**src/hw/rtl/mevq_pkg.sv**
```systemverilog
// Package for the mouse event qualifier: payload structs, register indexes,
// event device codes and result-slot layout. No dependencies.
package mevq_pkg;

    localparam int unsigned CoordW = 16;
    localparam int unsigned NoiseW = 15;
    localparam int unsigned EnableW = 7;
    localparam int unsigned TieW = 12;
    localparam int unsigned CfgIdxW = 3;
    localparam int unsigned CfgDataW = 16;

    // Result slots: three per button (event, tie 0, tie 1), then x, y and
    // the empty result that an acting tick without events produces.
    localparam int unsigned NumSlots = 12;
    localparam int unsigned SlotX = 9;
    localparam int unsigned SlotY = 10;
    localparam int unsigned SlotEmpty = 11;

    typedef enum logic [CfgIdxW-1:0] {
        REG_X_MIN = 3'd0,
        REG_X_MAX = 3'd1,
        REG_Y_MIN = 3'd2,
        REG_Y_MAX = 3'd3,
        REG_NOISE_X = 3'd4,
        REG_NOISE_Y = 3'd5,
        REG_ENABLE = 3'd6,
        REG_TIE_SEL = 3'd7
    } cfg_index_t;

    typedef enum logic [2:0] {
        DEV_RIGHT = 3'd0,
        DEV_MIDDLE = 3'd1,
        DEV_LEFT = 3'd2,
        DEV_MOUSE_X = 3'd3,
        DEV_MOUSE_Y = 3'd4
    } device_t;

    typedef enum logic [1:0] {
        TIE_NONE = 2'd0,
        TIE_MOUSE_X = 2'd1,
        TIE_MOUSE_Y = 2'd2,
        TIE_UNUSED = 2'd3
    } tie_t;

    localparam int unsigned EnQueueX = 3;
    localparam int unsigned EnQueueY = 4;
    localparam int unsigned EnCursorX = 5;
    localparam int unsigned EnCursorY = 6;

    typedef struct packed {
        logic [2:0] buttons;
        logic signed [CoordW-1:0] raw_x;
        logic signed [CoordW-1:0] raw_y;
    } in_item_t;

    typedef struct packed {
        logic event_valid;
        logic [2:0] event_device;
        logic signed [CoordW-1:0] event_value;
        logic last_of_tick;
        logic signed [CoordW-1:0] clamped_x;
        logic signed [CoordW-1:0] clamped_y;
        logic cursor_x_update;
        logic cursor_y_update;
    } out_item_t;

    typedef struct packed {
        logic [2:0] device;
        logic signed [CoordW-1:0] value;
    } slot_t;

endpackage

```
**src/hw/rtl/mouse_event_qualifier.sv**
```systemverilog
// Mouse event qualifier top level: input register, single-pass event
// builder and a slot buffer that hands out one result per cycle whenever
// m_ready is high. Depends on mevq_pkg.
//
// A tick in the input register is loaded into the slot buffer when the
//   buffer is free; an acting tick's first result is valid from then.
// An acting tick occupies the slot buffer until all its results (1 to 11)
//   have left; a skipped tick passes through and yields none. The buffer
//   takes the next tick as the final result leaves the single result port.
// Reset: aresetn is synchronous and active low. It clears the handshake
//   state, the sampling state and the registers to their documented values.
module mouse_event_qualifier
    import mevq_pkg::*;
(
    input  logic                aclk,
    input  logic                aresetn,
    input  logic                s_valid,
    output logic                s_ready,
    input  in_item_t            s_data,
    output logic                m_valid,
    input  logic                m_ready,
    output out_item_t           m_data,
    input  logic                cfg_valid,
    output logic                cfg_ready,
    input  logic [CfgIdxW-1:0]  cfg_index,
    input  logic [CfgDataW-1:0] cfg_wdata
);

    // Configuration registers.
    logic signed [CoordW-1:0] x_min_reg, x_max_reg, y_min_reg, y_max_reg;
    logic [NoiseW-1:0]        noise_x_reg, noise_y_reg;
    logic [EnableW-1:0]       enable_reg;
    logic [TieW-1:0]          tie_sel_reg;

    // Sampling state carried from one acting tick to the next.
    logic                     phase_reg;
    logic [2:0]               levels_reg;
    logic signed [CoordW-1:0] pub_x_reg, pub_y_reg, queued_x_reg, queued_y_reg;

    // Input register.
    logic     in_valid_reg;
    in_item_t in_data_reg;

    // Slot buffer: one entry per possible result of a tick, with a mask of
    // those still to be delivered. Lower slots go out first.
    slot_t                    slot_reg [NumSlots];
    logic [NumSlots-1:0]      mask_reg;
    logic signed [CoordW-1:0] clamped_x_reg, clamped_y_reg;
    logic                     cur_x_reg, cur_y_reg;

    // Combinational event builder.
    slot_t                    slot_next [NumSlots];
    logic [NumSlots-1:0]      mask_next;
    logic signed [CoordW-1:0] cx, cy;
    logic signed [CoordW:0]   dx, dy;
    logic [CoordW:0]          adx, ady;
    logic                     emit_x, emit_y, acting;
    logic [1:0]               tie_code;

    // Output selection.
    logic [NumSlots-1:0] pick;
    logic [NumSlots-1:0] mask_rest;
    logic                last_result;
    logic                buf_free;
    logic                load;
    slot_t               out_slot;

    assign cfg_ready = 1'b1;

    // The buffer can take a new tick when it is empty, or when its final
    // result leaves in this very cycle.
    assign mask_rest   = mask_reg & (mask_reg - NumSlots'(1));
    assign pick        = mask_reg & ~mask_rest;
    assign last_result = (mask_rest == '0);
    assign m_valid     = |mask_reg;
    assign buf_free    = !m_valid || (m_ready && last_result);
    assign load        = in_valid_reg && buf_free;
    assign s_ready     = !in_valid_reg || load;

    // Phase is toggled by every tick; the tick acts when the toggle sets it
    // back to zero, so the first tick after reset is skipped.
    assign acting = phase_reg;

    always_comb begin
        // Clamp: apply the minimum first so that the maximum wins when the
        // limits cross.
        cx = (in_data_reg.raw_x < x_min_reg) ? x_min_reg : in_data_reg.raw_x;
        cx = (cx > x_max_reg) ? x_max_reg : cx;
        cy = (in_data_reg.raw_y < y_min_reg) ? y_min_reg : in_data_reg.raw_y;
        cy = (cy > y_max_reg) ? y_max_reg : cy;

        // Exact distance in one extra bit, then its magnitude.
        dx  = {cx[CoordW-1], cx} - {queued_x_reg[CoordW-1], queued_x_reg};
        dy  = {cy[CoordW-1], cy} - {queued_y_reg[CoordW-1], queued_y_reg};
        adx = dx[CoordW] ? (CoordW+1)'(-dx) : dx;
        ady = dy[CoordW] ? (CoordW+1)'(-dy) : dy;

        emit_x = enable_reg[EnQueueX] && (adx >= {2'b00, noise_x_reg});
        emit_y = enable_reg[EnQueueY] && (ady >= {2'b00, noise_y_reg});

        mask_next = '0;
        tie_code  = TIE_NONE;
        for (int b = 0; b < 3; b++) begin
            slot_next[3*b].device = 3'(b);
            slot_next[3*b].value  = CoordW'(in_data_reg.buttons[b]);
            mask_next[3*b] = enable_reg[b] && (in_data_reg.buttons[b] != levels_reg[b]);
            for (int t = 0; t < 2; t++) begin
                tie_code = tie_sel_reg[2*(2*b+t) +: 2];
                case (tie_code)
                    TIE_MOUSE_X: begin
                        slot_next[3*b+1+t].device = DEV_MOUSE_X;
                        slot_next[3*b+1+t].value  = pub_x_reg;
                        mask_next[3*b+1+t] = mask_next[3*b];
                    end
                    TIE_MOUSE_Y: begin
                        slot_next[3*b+1+t].device = DEV_MOUSE_Y;
                        slot_next[3*b+1+t].value  = pub_y_reg;
                        mask_next[3*b+1+t] = mask_next[3*b];
                    end
                    default: begin
                        slot_next[3*b+1+t].device = DEV_RIGHT;
                        slot_next[3*b+1+t].value  = '0;
                        mask_next[3*b+1+t] = 1'b0;
                    end
                endcase
            end
        end
        slot_next[SlotX].device     = DEV_MOUSE_X;
        slot_next[SlotX].value      = cx;
        mask_next[SlotX]            = emit_x;
        slot_next[SlotY].device     = DEV_MOUSE_Y;
        slot_next[SlotY].value      = cy;
        mask_next[SlotY]            = emit_y;
        slot_next[SlotEmpty].device = DEV_RIGHT;
        slot_next[SlotEmpty].value  = '0;
        mask_next[SlotEmpty]        = (mask_next[SlotEmpty-1:0] == '0);

        // A skipped tick yields nothing.
        if (!acting) begin
            mask_next = '0;
        end
    end

    // The picked slot is one-hot, so an OR of the masked entries selects it.
    always_comb begin
        out_slot = '0;
        for (int i = 0; i < NumSlots; i++) begin
            if (pick[i]) begin
                out_slot = out_slot | slot_reg[i];
            end
        end
    end

    always_comb begin
        m_data.event_valid     = !pick[SlotEmpty];
        m_data.event_device    = out_slot.device;
        m_data.event_value     = out_slot.value;
        m_data.last_of_tick    = last_result;
        m_data.clamped_x       = clamped_x_reg;
        m_data.clamped_y       = clamped_y_reg;
        m_data.cursor_x_update = cur_x_reg;
        m_data.cursor_y_update = cur_y_reg;
    end

    // Configuration writes.
    always_ff @(posedge aclk) begin
        if (!aresetn) begin
            x_min_reg   <= 16'sh8000;
            x_max_reg   <= 16'sh7FFF;
            y_min_reg   <= 16'sh8000;
            y_max_reg   <= 16'sh7FFF;
            noise_x_reg <= NoiseW'(1);
            noise_y_reg <= NoiseW'(1);
            enable_reg  <= '0;
            tie_sel_reg <= '0;
        end else if (cfg_valid && cfg_ready) begin
            unique case (cfg_index_t'(cfg_index))
                REG_X_MIN:   x_min_reg   <= cfg_wdata;
                REG_X_MAX:   x_max_reg   <= cfg_wdata;
                REG_Y_MIN:   y_min_reg   <= cfg_wdata;
                REG_Y_MAX:   y_max_reg   <= cfg_wdata;
                REG_NOISE_X: noise_x_reg <= cfg_wdata[NoiseW-1:0];
                REG_NOISE_Y: noise_y_reg <= cfg_wdata[NoiseW-1:0];
                REG_ENABLE:  enable_reg  <= cfg_wdata[EnableW-1:0];
                REG_TIE_SEL: tie_sel_reg <= cfg_wdata[TieW-1:0];
                default: ;
            endcase
        end
    end

    // Input register: control under reset, payload without.
    always_ff @(posedge aclk) begin
        if (!aresetn) begin
            in_valid_reg <= 1'b0;
        end else if (s_ready) begin
            in_valid_reg <= s_valid;
        end
    end

    always_ff @(posedge aclk) begin
        if (s_valid && s_ready) begin
            in_data_reg <= s_data;
        end
    end

    // Slot mask and sampling state.
    always_ff @(posedge aclk) begin
        if (!aresetn) begin
            mask_reg     <= '0;
            phase_reg    <= 1'b0;
            levels_reg   <= '0;
            pub_x_reg    <= '0;
            pub_y_reg    <= '0;
            queued_x_reg <= '0;
            queued_y_reg <= '0;
        end else if (load) begin
            mask_reg  <= mask_next;
            phase_reg <= !phase_reg;
            if (acting) begin
                levels_reg <= in_data_reg.buttons;
                pub_x_reg  <= cx;
                pub_y_reg  <= cy;
                if (emit_x) begin
                    queued_x_reg <= cx;
                end
                if (emit_y) begin
                    queued_y_reg <= cy;
                end
            end
        end else if (m_valid && m_ready) begin
            mask_reg <= mask_rest;
        end
    end

    // Slot payload.
    always_ff @(posedge aclk) begin
        if (load && acting) begin
            for (int i = 0; i < NumSlots; i++) begin
                slot_reg[i] <= slot_next[i];
            end
            clamped_x_reg <= cx;
            clamped_y_reg <= cy;
            cur_x_reg     <= enable_reg[EnCursorX];
            cur_y_reg     <= enable_reg[EnCursorY];
        end
    end

    // An acting tick always leaves at least one result in the buffer.
    a_acting_fills: assert property (@(posedge aclk) disable iff (!aresetn)
        load && acting |=> m_valid)
        else $error("acting tick produced no result");

    // A skipped tick never leaves results behind.
    a_skip_empty: assert property (@(posedge aclk) disable iff (!aresetn)
        load && !acting |=> !m_valid)
        else $error("skipped tick produced a result");

    // The empty result only ever stands alone as the last of its tick.
    a_empty_last: assert property (@(posedge aclk) disable iff (!aresetn)
        m_valid && !m_data.event_valid |-> m_data.last_of_tick)
        else $error("result without event is not the last of its tick");

    // The last result is flagged exactly when one slot remains.
    a_last_count: assert property (@(posedge aclk) disable iff (!aresetn)
        m_valid |-> (m_data.last_of_tick == ($countones(mask_reg) == 1)))
        else $error("last_of_tick disagrees with the slot mask");

    // A stalled result leaves the buffer untouched.
    a_stall_hold: assert property (@(posedge aclk) disable iff (!aresetn)
        m_valid && !m_ready |=> $stable(mask_reg))
        else $error("slot mask changed while the result was stalled");

endmodule
```
**config.mk**
```make
export PLATFORM = sky130hd
export DESIGN_NAME = mouse_event_qualifier
export DESIGN_NICKNAME = d
export VERILOG_FILES = /design/src/hw/rtl/mevq_pkg.sv /design/src/hw/rtl/mouse_event_qualifier.sv
export SDC_FILE = /design/constraint.sdc
export NUM_CORES = 1
export LEC_CHECK = 0
export ABC_AREA = 1
export ABC_CLOCK_PERIOD_IN_PS = 7800
export BUFFER_PORTS_ARGS = -buffer_cell sky130_fd_sc_hd__buf_2
export CAP_MARGIN = 5
export CORE_MARGIN = 4
export CORE_UTILIZATION = 30
export CTS_BUF_LIST = sky130_fd_sc_hd__clkbuf_16
export DETAILED_ROUTE_END_ITERATION = 16
export GPL_TIMING_DRIVEN = 0
export PLACE_DENSITY = 0.45
export SKIP_CTS_REPAIR_TIMING = 1
export SYNTH_ARGS = -nofsm -noshare
export SYNTH_HDL_FRONTEND = slang
export SYNTH_SLANG_ARGS = --single-unit
```
**constraint.sdc**
```tcl
create_clock -name aclk -period 7.8 [get_ports aclk]
set_input_delay 1.56 -clock aclk [delete_from_list [all_inputs] [get_ports aclk]]
set_output_delay 1.56 -clock aclk [all_outputs]
set_load 0.1 [all_outputs]
```
Word-level counts from Yosys, hierarchy flattened
Memory sizes are Yosys's and may differ from the RTL's. Cells that the tools add are included. Widths: inputs -> output; s select.

Memory bits (writable): 228. Input bits: 59. Logic and storage cells: 144. Bits in read-only memories: 0. Memories kept: 1. Flip-flop bits (word level): 263. Latch bits: 0. Output and inout bits: 58.

Mux-type cells: 35. Order comparisons: 6. $mul: 0. Shift operators: 0. Div/mod/pow operators: 0. Equal/unequal tests: 22. Add/sub/neg operators: 5. Reduce and logical (&&, ||, !) cells: 38. Bitwise gates (word level): 14.

Memories: slot_reg (depth 12, bits a word 19, rd ports 12, clocked after memory_dff 0, wr ports 12, line mouse_event_qualifier.sv:46) `slot_t slot_reg [NumSlots];`.

Operator list (number): $mux 19 (12); $pmux 19 s2 (6); $or 19x19->19 (11); $mux 16 (4); $mux 12 (3); $ge 17x15->1 (2); $mux 17 (2); $neg 17->17 (2); $sub 16x16->17 (2); $gt 16x16->1 (2); $lt 16x16->1 (2); $and 12x12->12 (2); $reduce_and 2->1 (9); $eq 2x1->1 const B (6); $eq 2x2->1 const B (6); $eq 3x3->1 const B (4); $logic_not 12->1 (1); $not 12->12 (1); $reduce_or 12->1 (1); $reduce_or 2->1 (6); $sub 12x1->12 const B (1); $logic_not 11->1 (1); $logic_and 1x1->1 (10); $mux 1 (8); other kinds (8) (16).

Longest topological paths before layout
Gate-level depths: netlist of run 1.

Word-level depth: 27. Depth in mapped cells: 57. Gate-level depth less buffers: 55.

Worst setup path before layout of run 1
OpenSTA, ideal clock, no wires.

Kind: reg-to-reg. From: reg in_data_reg[15] (netlist name). To: reg mask_reg[10]. Data required time: 7670 ps. Data arrival time: 6428 ps. Clock period less this slack: 6559 ps. Path slack: 1241 ps. Stages on the path, launching flop included: 52. Path through: edfxtp_1 > ha_1 > nand2_1 > inv_1 > nand3_1 > nor3_1 > o21ai_0 > a21o_1 > nand2_1 > clkbuf_1 > nand2_1 > o21a_1 > ha_1 > nand2_1 > inv_1 > a221oi_1 > o21ai_0 > nand2_1 > [... 16 more ...] > o211ai_1 > nand2_2 > inv_2 > nand2_1 > xor2_1 > inv_1 > ha_1 > a21oi_1 > o21ai_0 > nand2_1 > nand4_1 > nand2_1 > nand2_1 > a31oi_1 > nand3_1 > nand3_4 > buf_2 > a31oi_1.

Longest elaborated chain between the ends: 11.

Ends and longest elaborated chain: start, declared (line mouse_event_qualifier.sv:42) `in_item_t in_data_reg;`; start signal, assigned (line mouse_event_qualifier.sv:202) `in_data_reg <= s_data;`; $lt 16x16->1 (line mouse_event_qualifier.sv:89) `cy = (in_data_reg.raw_y < y_min_reg) ? y_min_reg : in_data_reg.raw_y;`; $mux 16 (*) (line mouse_event_qualifier.sv:89); $gt 16x16->1 (line mouse_event_qualifier.sv:90) `cy = (cy > y_max_reg) ? y_max_reg : cy;`; $mux 16 (*) (line mouse_event_qualifier.sv:90); named net cy[0] (line mouse_event_qualifier.sv:54) `logic signed [CoordW-1:0] cx, cy;`; $sub 16x16->17 (*) (line mouse_event_qualifier.sv:94) `dy = {cy[CoordW-1], cy} - {queued_y_reg[CoordW-1], queued_y_reg};`; $neg 17->17 (line mouse_event_qualifier.sv:96) `ady = dy[CoordW] ? (CoordW+1)'(-dy) : dy;`; $mux 17 (*) (line mouse_event_qualifier.sv:96); $ge 17x15->1 (*) (line mouse_event_qualifier.sv:99) `emit_y = enable_reg[EnQueueY] && (ady >= {2'b00, noise_y_reg});`; $logic_and 1x1->1 (*) (line mouse_event_qualifier.sv:99); $mux 12 (*) (line mouse_event_qualifier.sv:139) `if (!acting) begin`; $mux 12 (*) (line mouse_event_qualifier.sv:216) `end else if (load) begin`; end signal, assigned (line mouse_event_qualifier.sv:217) `mask_reg <= mask_next;`; end signal, assigned (line mouse_event_qualifier.sv:231) `mask_reg <= mask_rest;`; end, declared (line mouse_event_qualifier.sv:47) `logic [NumSlots-1:0] mask_reg;`.

Mark *: on every way through the listed nets, which the timed path passes. The rest lies on a longest branch. A chain may end at the register's enable or synchronous reset.

Final worst setup path of run 1
From: reg in_data_reg[31] (netlist name). To: reg queued_x_reg[9].

Longest elaborated chain between the ends: 10.

Ends and longest elaborated chain: $lt 16x16->1 (line mouse_event_qualifier.sv:87) `cx = (in_data_reg.raw_x < x_min_reg) ? x_min_reg : in_data_reg.raw_x;`; $mux 16 (*) (line mouse_event_qualifier.sv:87); $gt 16x16->1 (line mouse_event_qualifier.sv:88) `cx = (cx > x_max_reg) ? x_max_reg : cx;`; $mux 16 (*) (line mouse_event_qualifier.sv:88); named net cx[0] (line mouse_event_qualifier.sv:54); $sub 16x16->17 (*) (line mouse_event_qualifier.sv:93) `dx = {cx[CoordW-1], cx} - {queued_x_reg[CoordW-1], queued_x_reg};`; $neg 17->17 (line mouse_event_qualifier.sv:95) `adx = dx[CoordW] ? (CoordW+1)'(-dx) : dx;`; $mux 17 (*) (line mouse_event_qualifier.sv:95); $ge 17x15->1 (*) (line mouse_event_qualifier.sv:98) `emit_x = enable_reg[EnQueueX] && (adx >= {2'b00, noise_x_reg});`; $logic_and 1x1->1 (*) (line mouse_event_qualifier.sv:98); $reduce_and 3->1 (no source line) (*); end signal, assigned (line mouse_event_qualifier.sv:214) `queued_x_reg <= '0;`; end signal, assigned (line mouse_event_qualifier.sv:224) `queued_x_reg <= cx;`; end, declared (line mouse_event_qualifier.sv:38) `logic signed [CoordW-1:0] pub_x_reg, pub_y_reg, queued_x_reg, queued_y_reg;`.

Marks and branches as above.

==> results of run 1 <==
kinds of logic (layout without fill, tap and decap cells):
family	after synthesis	in the layout	synth area share
other	1	2	0.000176
DFF	374	374	0.437
AOI/OAI and AO/OA	519	519	0.139
adders and majority gates	152	152	0.0901
buffers and inverters	477	720	0.0936
and+or+nand+nor	1183	1184	0.228
xor gates and xnor gates	29	29	0.0119
stage by stage:
stage | setup TNS (ns) | area, um^2 | instances
floorplan | 0 | 21300 | 2735
global route | -1.26 | 25600 | 3919
detailed placement | -29.06 | 23100 | 3792
finish | 0 | 25600 | 3920
CTS | -29.71 | 24500 | 3875
global placement | -26.78 | 23000 | 3790
cell type report:
class                   count  area [um^2]  share of cell area
diodes                      1         2.50           0.0000978
plain buffers             150          863              0.0337
clock buffers              46         1150              0.0450
clock inverters            37          270              0.0106
inverters                 327         1240              0.0485
multi-input cells        1885        10600               0.413
flip-flops and latches    374         9290               0.363
well taps                 940         1180              0.0460
repair buffers            159         1010              0.0396
repair inverters            1         7.51            0.000293
power groups by stage:
stage	Sequential (mW)	Combinational (mW)	Clock, mW
2_1_floorplan	2.31	3.78	0
3_3_place_gp	2.36	5.15	0
3_5_place_dp	2.36	5.23	0
4_1_cts	2.32	5.26	2.10
5_1_grt	2.33	6.66	2.18
6_report	2.32	5.95	2.05
routing by layer:
layer / track usage / vias up / wire (um)
met5: 0 / - / 0
met2: 0.317 / 538 / 34700
li1: - / 9456 / -
met4: 0.0631 / 0 / 2450
met1: 0.272 / 9023 / 35300
met3: 0.0342 / 120 / 4330
worst paths after layout:
check / start / to / slack [ns] / cells after the start
worst max-delay path: in_data_reg[31]$_DFFE_PP_ / queued_x_reg[9]$_SDFFE_PN0P_ / 0.51 / 54
worst min-delay path: enable_reg[5]$_SDFFE_PN0P_ / cur_x_reg$_DFFE_PP_ / 0.44 / 0
worst max register to register: in_data_reg[31]$_DFFE_PP_ / queued_x_reg[9]$_SDFFE_PN0P_ / 0.51 / 54
worst min register to register: enable_reg[5]$_SDFFE_PN0P_ / cur_x_reg$_DFFE_PP_ / 0.44 / 0
cell usage in the layout, fill, tap and decap left out, types with 25 or more instances in the layout:
| cell | count |
|---|---|
| a21oi_1 | 236 |
| a31oi_1 | 25 |
| buf_2 | 122 |
| buf_4 | 71 |
| clkbuf_1 | 84 |
| clkbuf_16 | 49 |
| dfxtp_1 | 194 |
| edfxtp_1 | 180 |
| ha_1 | 123 |
| inv_1 | 330 |
| nand2_1 | 772 |
| nand3_1 | 140 |
| nor2_1 | 163 |
| o211ai_1 | 32 |
| o21ai_0 | 122 |
critical path, delay by kind of cell, from the launching register on:
kind / cells / cell delay [ns]
AOI/OAI and AO/OA: 8 / 1.18
xor gates and xnor gates: 1 / 0.18
adders and majority gates: 5 / 1.51
buffers and inverters: 11 / 1.20
DFF: 1 / 0.47
and+or+nand+nor: 29 / 2.67
==> flow_metrics.tcl, run 1 <==
set metrics [dict create \
    cts_tree "done" \
    slew_violations 0 \
    clk_pin_slew_ns 0.06 \
    groute.usage.overall 0.198 \
    yosysMostFrequentCell "nand2_1" \
    powerDensity_nw_per_um2 403 \
    finalCritPeriodShare 0.935 \
    dr.pass1.iters 6 \
    ios 117 \
    area_growth_pct 20.3 \
    cpPeakStageDelay_ns 0.47 \
    drc 0 \
    worstPathMaxFanout 10 \
    p_comb_frac 0.577 \
    antenna_found_initial 2 \
    ys_seq_elements 374 \
    drive_gt1_frac 0.136 \
    gp_congestion 0.862 \
    synth.distinct_cells 47 \
    finalPower_mw 10.3 \
    row_count 97 \
    clk_path_buf_depth 3 \
    slew_headroom 0.349 \
    async_reset_ff_frac 0 \
    crit_top_cell "nand2_1" \
    post_drt_wl_per_cell_um 19.6 \
    max-vdd-ir-drop_mv 0.230 \
    synthCells 2735 \
    status "completed" \
    p_leak_nw 10.9 \
    hpwl_mm 57.7 \
    crit_type "flop to flop" \
    fin_ws_ns 0.508 \
    grt_pass1_wl_mm 112 \
    yosys.area.top_type "edfxtp_1" \
    finClkSkew_ns 0.0270 \
    syn_area_per_cell_um2 7.78 \
    drt-initial-drc-count 1468 \
    via_per_inst 4.88 \
    synth_top_area_share 0.254 \
    core-area_um2 70100 \
    ys_seq_area_frac 0.437 \
    ys_warn_count 0 \
    dpl_worst_slack_ns -1.05 \
    vias 19100 \
    fillers 7405 \
    clock_power_share 0.199 \
    cp.required_ns 8.26 \
    p_int_mw 5.39 \
    htreeDepth 2 \
    nets 3155 \
    synthFlopType "dfxtp_1" \
    ant_nets 0 \
    largest_reg_flops 113 \
    post-route-util 0.365 \
    die-area_um2 75200 \
    hold_viol 0 \
    holdWs_ns 0.441 \
    p_switching_mw 4.92 \
    overflow 0 \
    wl_mm 76.9 \
    cts.sinks 374 \
    drv_cap 0 \
    fmax_ghz 0.137 \
    die_w_um 274 \
    syn_area_um2 21300 \
    critPathCaptureType "flop" \
    hp-class "flop to flop" \
    die_height_um 274 \
    syn_nets 2946 \
    synthTopCellsByArea "edfxtp_1, dfxtp_1, nand2_1" \
    cpMaxStageDelayCell "edfxtp_1" \
    cts_buffers 46 \
    start_util 0.303 \
    portBuffers 115 \
    cp.arrival_ns 7.76 \
    synth_edf_count 180 \
    setup_viol_count_final 0 \
    period_needed_ns 7.29 \
    grt_pass1_vias 18200 \
    synthTopCellsByCount "nand2_1, inv_1, a21oi_1" \
    p_sw_frac 0.477 \
    seq_power_share 0.225 \
    worstSetupStartpointType "flop" \
    grt_max_degree 97 \
    tightest_slew_ns 0.974 \
    cts-root-buf "clkbuf_16" \
    clk_latency_ns 0.60 \
]
Power figures use the tool's default switching activity.
==> inputs of run 2 (changes only) <==
ABC_CLOCK_PERIOD_IN_PS = 6950   (was 7800)
CORE_UTILIZATION = 40   (was 30)
PLACE_DENSITY = 0.56   (was 0.45)
clock period = 6.95 ns   (was 7.8 ns; I/O delays follow)
==> run 2 against run 1 <==
Compared with the run above:
- largest power group unchanged
- via count is 1.1% higher
- clock-buffer cell count is 3 lower
- combinational power up 24%
- wire length shrank 9.0%
- core utilization is 13 points higher
- the run now ends with setup timing left
- clock power up 11%
- clock skew fell by 0.0068 ns
- highest routed layer unchanged
- die area decreased by 24%
- maximum frequency grew 0.49%
- sequential share of layout area decreased by 0.94 points
- critical path depth shrank 5
==> flow_metrics.tcl, run 2 (synthesized netlist as in run 1, its figures left out) <==
set metrics [dict create \
    status "finished with violations" \
    violations "setup timing" \
    overflow 0 \
    p_comb_frac 0.601 \
    cts.sinks 374 \
    finalCritPeriodShare 1.04 \
    drt-initial-drc-count 1773 \
    via_per_inst 5.23 \
    slew_headroom 0.414 \
    die-area_um2 56900 \
    p_int_mw 6.50 \
    gp_congestion 0.920 \
    fmax_ghz 0.138 \
    crit_type "flop to flop" \
    wl_met2_mm 32.8 \
    insertedDiodeCount 0 \
    route.met3.wl_mm 4.01 \
    cpPeakStageDelay_ns 0.48 \
    cts_tree "done" \
    p_switching_mw 5.74 \
    rsz0062_at_grt "true" \
    drc 0 \
    seq_power_share 0.213 \
    start_util 0.404 \
    mostFrequentLayoutCells "nand2_1, inv_1, a21oi_1" \
    drt-met1-wl_mm 30.7 \
    post-route-util 0.499 \
    largest_reg_flops 113 \
    ios 117 \
    fin_area_um2 26300 \
    stdcell_count 3695 \
    path_delay_family "simple AND/OR/NAND/NOR gates" \
    drv_cap 0 \
    worstPathMaxFanout 7 \
    antenna_found_initial 4 \
    final_common_cell "nand2_1" \
    fillers 5015 \
    path_buf_inv 10 \
    nets 3186 \
    fin_ws_ns -0.306 \
    slew_violations 0 \
    tightest_slew_ns 0.880 \
    maxUsedRoutingLayer "met4" \
    groute.usage.overall 0.230 \
    grt_max_degree 90 \
    place_inst 3540 \
    clock_power_share 0.186 \
    cpMaxStageDelayCell "edfxtp_1" \
    finClkSkew_ns 0.0202 \
    cp.required_ns 7.44 \
    place_area_um2 22800 \
    drive_gt1_frac 0.186 \
    area_growth_pct 23.5 \
    dr.pass1.iters 6 \
    core-area_um2 52700 \
    period_needed_ns 7.26 \
    crit_top_cell "nand2_2" \
    clk_latency_ns 0.57 \
    grt_pass1_wl_mm 103 \
    ant_nets 0 \
    fin_setup_tns_ns -6.45 \
    die_w_um 239 \
    max-vdd-ir-drop_mv 0.269 \
    multi_input_area_um2 11300 \
    grt_pass1_vias 17900 \
    die_height_um 239 \
    clk_pin_slew_ns 0.06 \
    worstSetupStartpointType "flop" \
    vias 19300 \
    hpwl_mm 52.7 \
    cp.arrival_ns 7.74 \
    htreeDepth 2 \
    hold_viol 0 \
    r2r_setup_slack_ns -0.31 \
    seqCellArea_um2 9290 \
    p_leak_nw 11.1 \
    wl_mm 70.0 \
    critPathCaptureType "flop" \
    cts-root-buf "clkbuf_16" \
    cts_buffers 41 \
    powerDensity_nw_per_um2 466 \
    p_sw_frac 0.469 \
    hp-class "flop to flop" \
    clk_path_buf_depth 3 \
    setup_viol_count_final 35 \
    post_drt_wl_per_cell_um 18.9 \
    portBuffers 115 \
    row_count 84 \
]
run 2: cell count changes in the layout (fill, tap and decap cells not counted), sizes merged:
| cell | change |
|---|---|
| clkinv | +11 |
| bufinv | +3 |
| inv | -17 |
| clkinvlp | -3 |
| buf | +32 |
| diode | -1 |
| nand3 | +2 |
run 2: area by class of cell:
type | instances | area share
plain buffers | 150 | 0.0335
clock buffers | 43 | 0.0410
clock inverters | 32 | 0.0119
inverters | 327 | 0.0478
multi-input cells | 1887 | 0.428
flip-flops and latches | 374 | 0.354
well taps | 688 | 0.0328
repair buffers | 194 | 0.0512
run 2: worst reg2reg max path, delay by kind of cell (launching register included):
family / cells / cell delay (ns)
compound gates: 6 / 1.04
xor+xnor: 1 / 0.18
fa+ha+maj: 5 / 1.52
buf+inv: 10 / 1.18
flops: 1 / 0.48
simple gates: 27 / 2.79
run 2: worst paths after layout:
kind,from,endpoint,depth (start not counted)
max,in_data_reg[31]$_DFFE_PP_,queued_x_reg[6]$_SDFFE_PN0P_,49
min,enable_reg[6]$_SDFFE_PN0P_,cur_y_reg$_DFFE_PP_,0
max reg2reg,in_data_reg[31]$_DFFE_PP_,queued_x_reg[6]$_SDFFE_PN0P_,49
min reg2reg,enable_reg[6]$_SDFFE_PN0P_,cur_y_reg$_DFFE_PP_,0
run 2: power by group through the flow:
stage	sequential [mW]	clock (mW)	combinational, mW
finish	2.60	2.28	7.35
floorplan	2.60	0	4.25
CTS	2.60	2.32	5.75
detailed placement	2.64	0	5.71
global route	2.61	2.41	8.07
global placement	2.65	0	5.59
run 2: layer usage:
| metal | GRT usage | up-vias |
|---|---|---|
| met5 | 0 | - |
| met4 | 0.0602 | 0 |
| met3 | 0.0257 | 138 |
| met2 | 0.383 | 586 |
| met1 | 0.322 | 9093 |
| li1 | - | 9522 |
run 2: metrics by stage:
| stage | total power, mW | hold slack [ns] | setup slack, ns |
|---|---|---|---|
| 2_1_floorplan | 6.84 | 0.403 | 0.391 |
| 3_3_place_gp | 8.23 | 0.443 | -1.67 |
| 3_5_place_dp | 8.35 | 0.439 | -1.75 |
| 4_1_cts | 10.7 | 0.453 | -1.77 |
| 5_1_grt | 13.1 | 0.465 | -0.692 |
| 6_report | 12.2 | 0.448 | -0.306 |
==> inputs of run 3 (changes only) <==
ABC_AREA = 0   (was 1)
RECOVER_POWER = 50   (was unset)
==> run 3 against run 2 <==
Compared with the run above:
- the flow still finishes with violations (setup timing)
- first-iteration DRC count fell by 12%
- clock power down 5%
- critical path depth down 8
- critical path type unchanged
==> flow_metrics.tcl, run 3 <==
set metrics [dict create \
    ys_warn_count 0 \
    holdWs_ns 0.437 \
    synthTopCellsByCount "nand2_1, dfxtp_1, edfxtp_1" \
    cp.required_ns 7.45 \
    period_needed_ns 8.41 \
    yosysMostFrequentCell "nand2_1" \
    htreeDepth 2 \
    multi_input_area_um2 11400 \
    overflow 0 \
    grt_max_degree 90 \
    ant_nets 0 \
    syn_nets 2489 \
    critPathCaptureType "flop" \
    die_w_um 238 \
    rsz0062_at_grt "true" \
    groute.usage.overall 0.229 \
    max-vdd-ir-drop_mv 0.187 \
    slew_headroom 0.187 \
    syn_area_per_cell_um2 9.29 \
    synthTopCellsByArea "edfxtp_1, dfxtp_1, ha_1" \
    worstPathMaxFanout 9 \
    finClkSkew_ns 0.0434 \
    ios 117 \
    post-route-util 0.490 \
    wl_mm 67.9 \
    powerDensity_nw_per_um2 237 \
    cts-root-buf "clkbuf_16" \
    hold_viol 0 \
    gp_congestion 0.913 \
    fin_ws_ns -1.46 \
    die_height_um 238 \
    grt_pass1_wl_mm 101 \
    portBuffers 105 \
    via_per_inst 5.45 \
    ys_seq_area_frac 0.439 \
    synthCells 2278 \
    finalPower_mw 6.11 \
    largest_reg_flops 113 \
    clk_latency_ns 0.61 \
    hp-class "flop to flop" \
    synth.distinct_cells 73 \
    cp.arrival_ns 8.91 \
    setup_viol_count_final 35 \
    status "finished with violations" \
    antenna_found_initial 1 \
    cts_buffers 44 \
    crit_type "flop to flop" \
    clk_path_buf_depth 3 \
    seqCellArea_um2 9300 \
    drv_cap 0 \
    p_leak_nw 9.52 \
    synth_top_area_share 0.255 \
    cts_tree "done" \
    row_count 84 \
    fmax_ghz 0.119 \
    insertedDiodeCount 0 \
    grt_pass1_vias 17100 \
    slew_violations 0 \
    core-area_um2 52400 \
    async_reset_ff_frac 0 \
    clk_pin_slew_ns 0.06 \
    synthFlopType "dfxtp_1" \
    drc 0 \
    post_drt_wl_per_cell_um 21.1 \
    mostFrequentLayoutCells "nand2_1, inv_1, dfxtp_1" \
    cts.sinks 374 \
    finalCritPeriodShare 1.21 \
    tightest_slew_ns 1.22 \
    drt-initial-drc-count 1568 \
    vias 17600 \
    worstSetupStartpointType "flop" \
    drive_gt1_frac 0.170 \
    cpPeakStageDelay_ns 0.54 \
    fillers 4868 \
    violations "setup timing" \
    dr.pass1.iters 6 \
    area_growth_pct 21.5 \
    final_common_cell "nand2_1" \
    nets 2715 \
    start_util 0.403 \
    ys_seq_elements 374 \
    die-area_um2 56600 \
    hpwl_mm 49.5 \
    syn_area_um2 21200 \
    yosys.area.top_type "edfxtp_1" \
    cpMaxStageDelayCell "or4_4" \
    synth_edf_count 180 \
]
==> run 3: cell types whose count changed in the layout (fill, tap and decap cells not counted), sizes merged, moves of 78 or more <==
cell,before,now
nand2,807,407
a21oi,242,68
nand3,153,19
inv,326,197
a21boi,0,112
a22oi,1,97
o21ai,137,59
==> run 3: routing by layer <==
metal  wire length [um]  GRT usage  part of all wire  up-vias
met5                  0          0                 0        -
met4               2400     0.0814             0.035        0
met3               4210     0.0401             0.062      138
met2              32400      0.385              0.48      590
met1              28900      0.297              0.43     8390
li1                   -          -                 -     8470
==> run 3: cell type report <==
class,instances,area share
Timing Repair Buffer,185,0.0471
Sequential cell,374,0.361
Clock buffer,44,0.0428
Multi-Input combinational cell,1561,0.444
Buffer,164,0.0364
Inverter,174,0.0254
Clock inverter,37,0.00920
Tap cell,688,0.0335
==> run 3: power by group <==
part / switching, mW / leakage [nW] / internal [mW] / total, mW
clock network: 0.963 / 0.734 / 1.20 / 2.16
registers: 0.0448 / 3.10 / 2.37 / 2.42
logic: 0.895 / 5.68 / 0.637 / 1.53
==> run 3: path summary, 6_finish.rpt <==
| kind | slack (ns) | start | cells past startpoint | endpoint |
|---|---|---|---|---|
| min | 0.44 | enable_reg[5]$_SDFFE_PN0P_ | 0 | cur_x_reg$_DFFE_PP_ |
| max reg2reg | -1.46 | in_data_reg[29]$_DFFE_PP_ | 41 | queued_x_reg[1]$_SDFFE_PN0P_ |
| max | -1.46 | in_data_reg[29]$_DFFE_PP_ | 41 | queued_x_reg[1]$_SDFFE_PN0P_ |
| min reg2reg | 0.44 | enable_reg[5]$_SDFFE_PN0P_ | 0 | cur_x_reg$_DFFE_PP_ |
==> run 3: cell families (layout without fill, tap and decap cells) <==
family	count (synthesis)	in the layout	share of synthesized area
compound gates	528	528	0.181
mux	93	93	0.0459
flops	374	374	0.439
buf+inv	343	604	0.0692
simple gates	727	727	0.149
fa+ha+maj	153	153	0.0911
other cells	1	1	0.000177
xor+xnor	59	59	0.0244
==> run 3: worst max-delay path: cells and delay by family (launching register included) <==
| kind | cells | cell delay, ns |
|---|---|---|
| multiplexers | 3 | 0.75 |
| buffers and inverters | 7 | 0.88 |
| AO/OA/AOI/OAI | 15 | 2.92 |
| flip-flops | 1 | 0.47 |
| adder cells (fa/ha/maj) | 5 | 1.34 |
| AND/OR/NAND/NOR | 9 | 1.66 |
| XOR/XNOR | 2 | 0.25 |
==> run 3: through the flow <==
| step | setup TNS (ns) | instance area, um^2 | setup WS, ns | instances |
|---|---|---|---|---|
| 2_1_floorplan | -25.38 | 21600 | -0.849 | 2278 |
| 3_3_place_gp | -82.94 | 23000 | -3.00 | 3071 |
| 3_5_place_dp | -85.85 | 23100 | -3.09 | 3074 |
| 4_1_cts | -88.12 | 24400 | -3.14 | 3155 |
| 5_1_grt | -58.51 | 25700 | -1.77 | 3227 |
| 6_report | -46.40 | 25700 | -1.46 | 3227 |
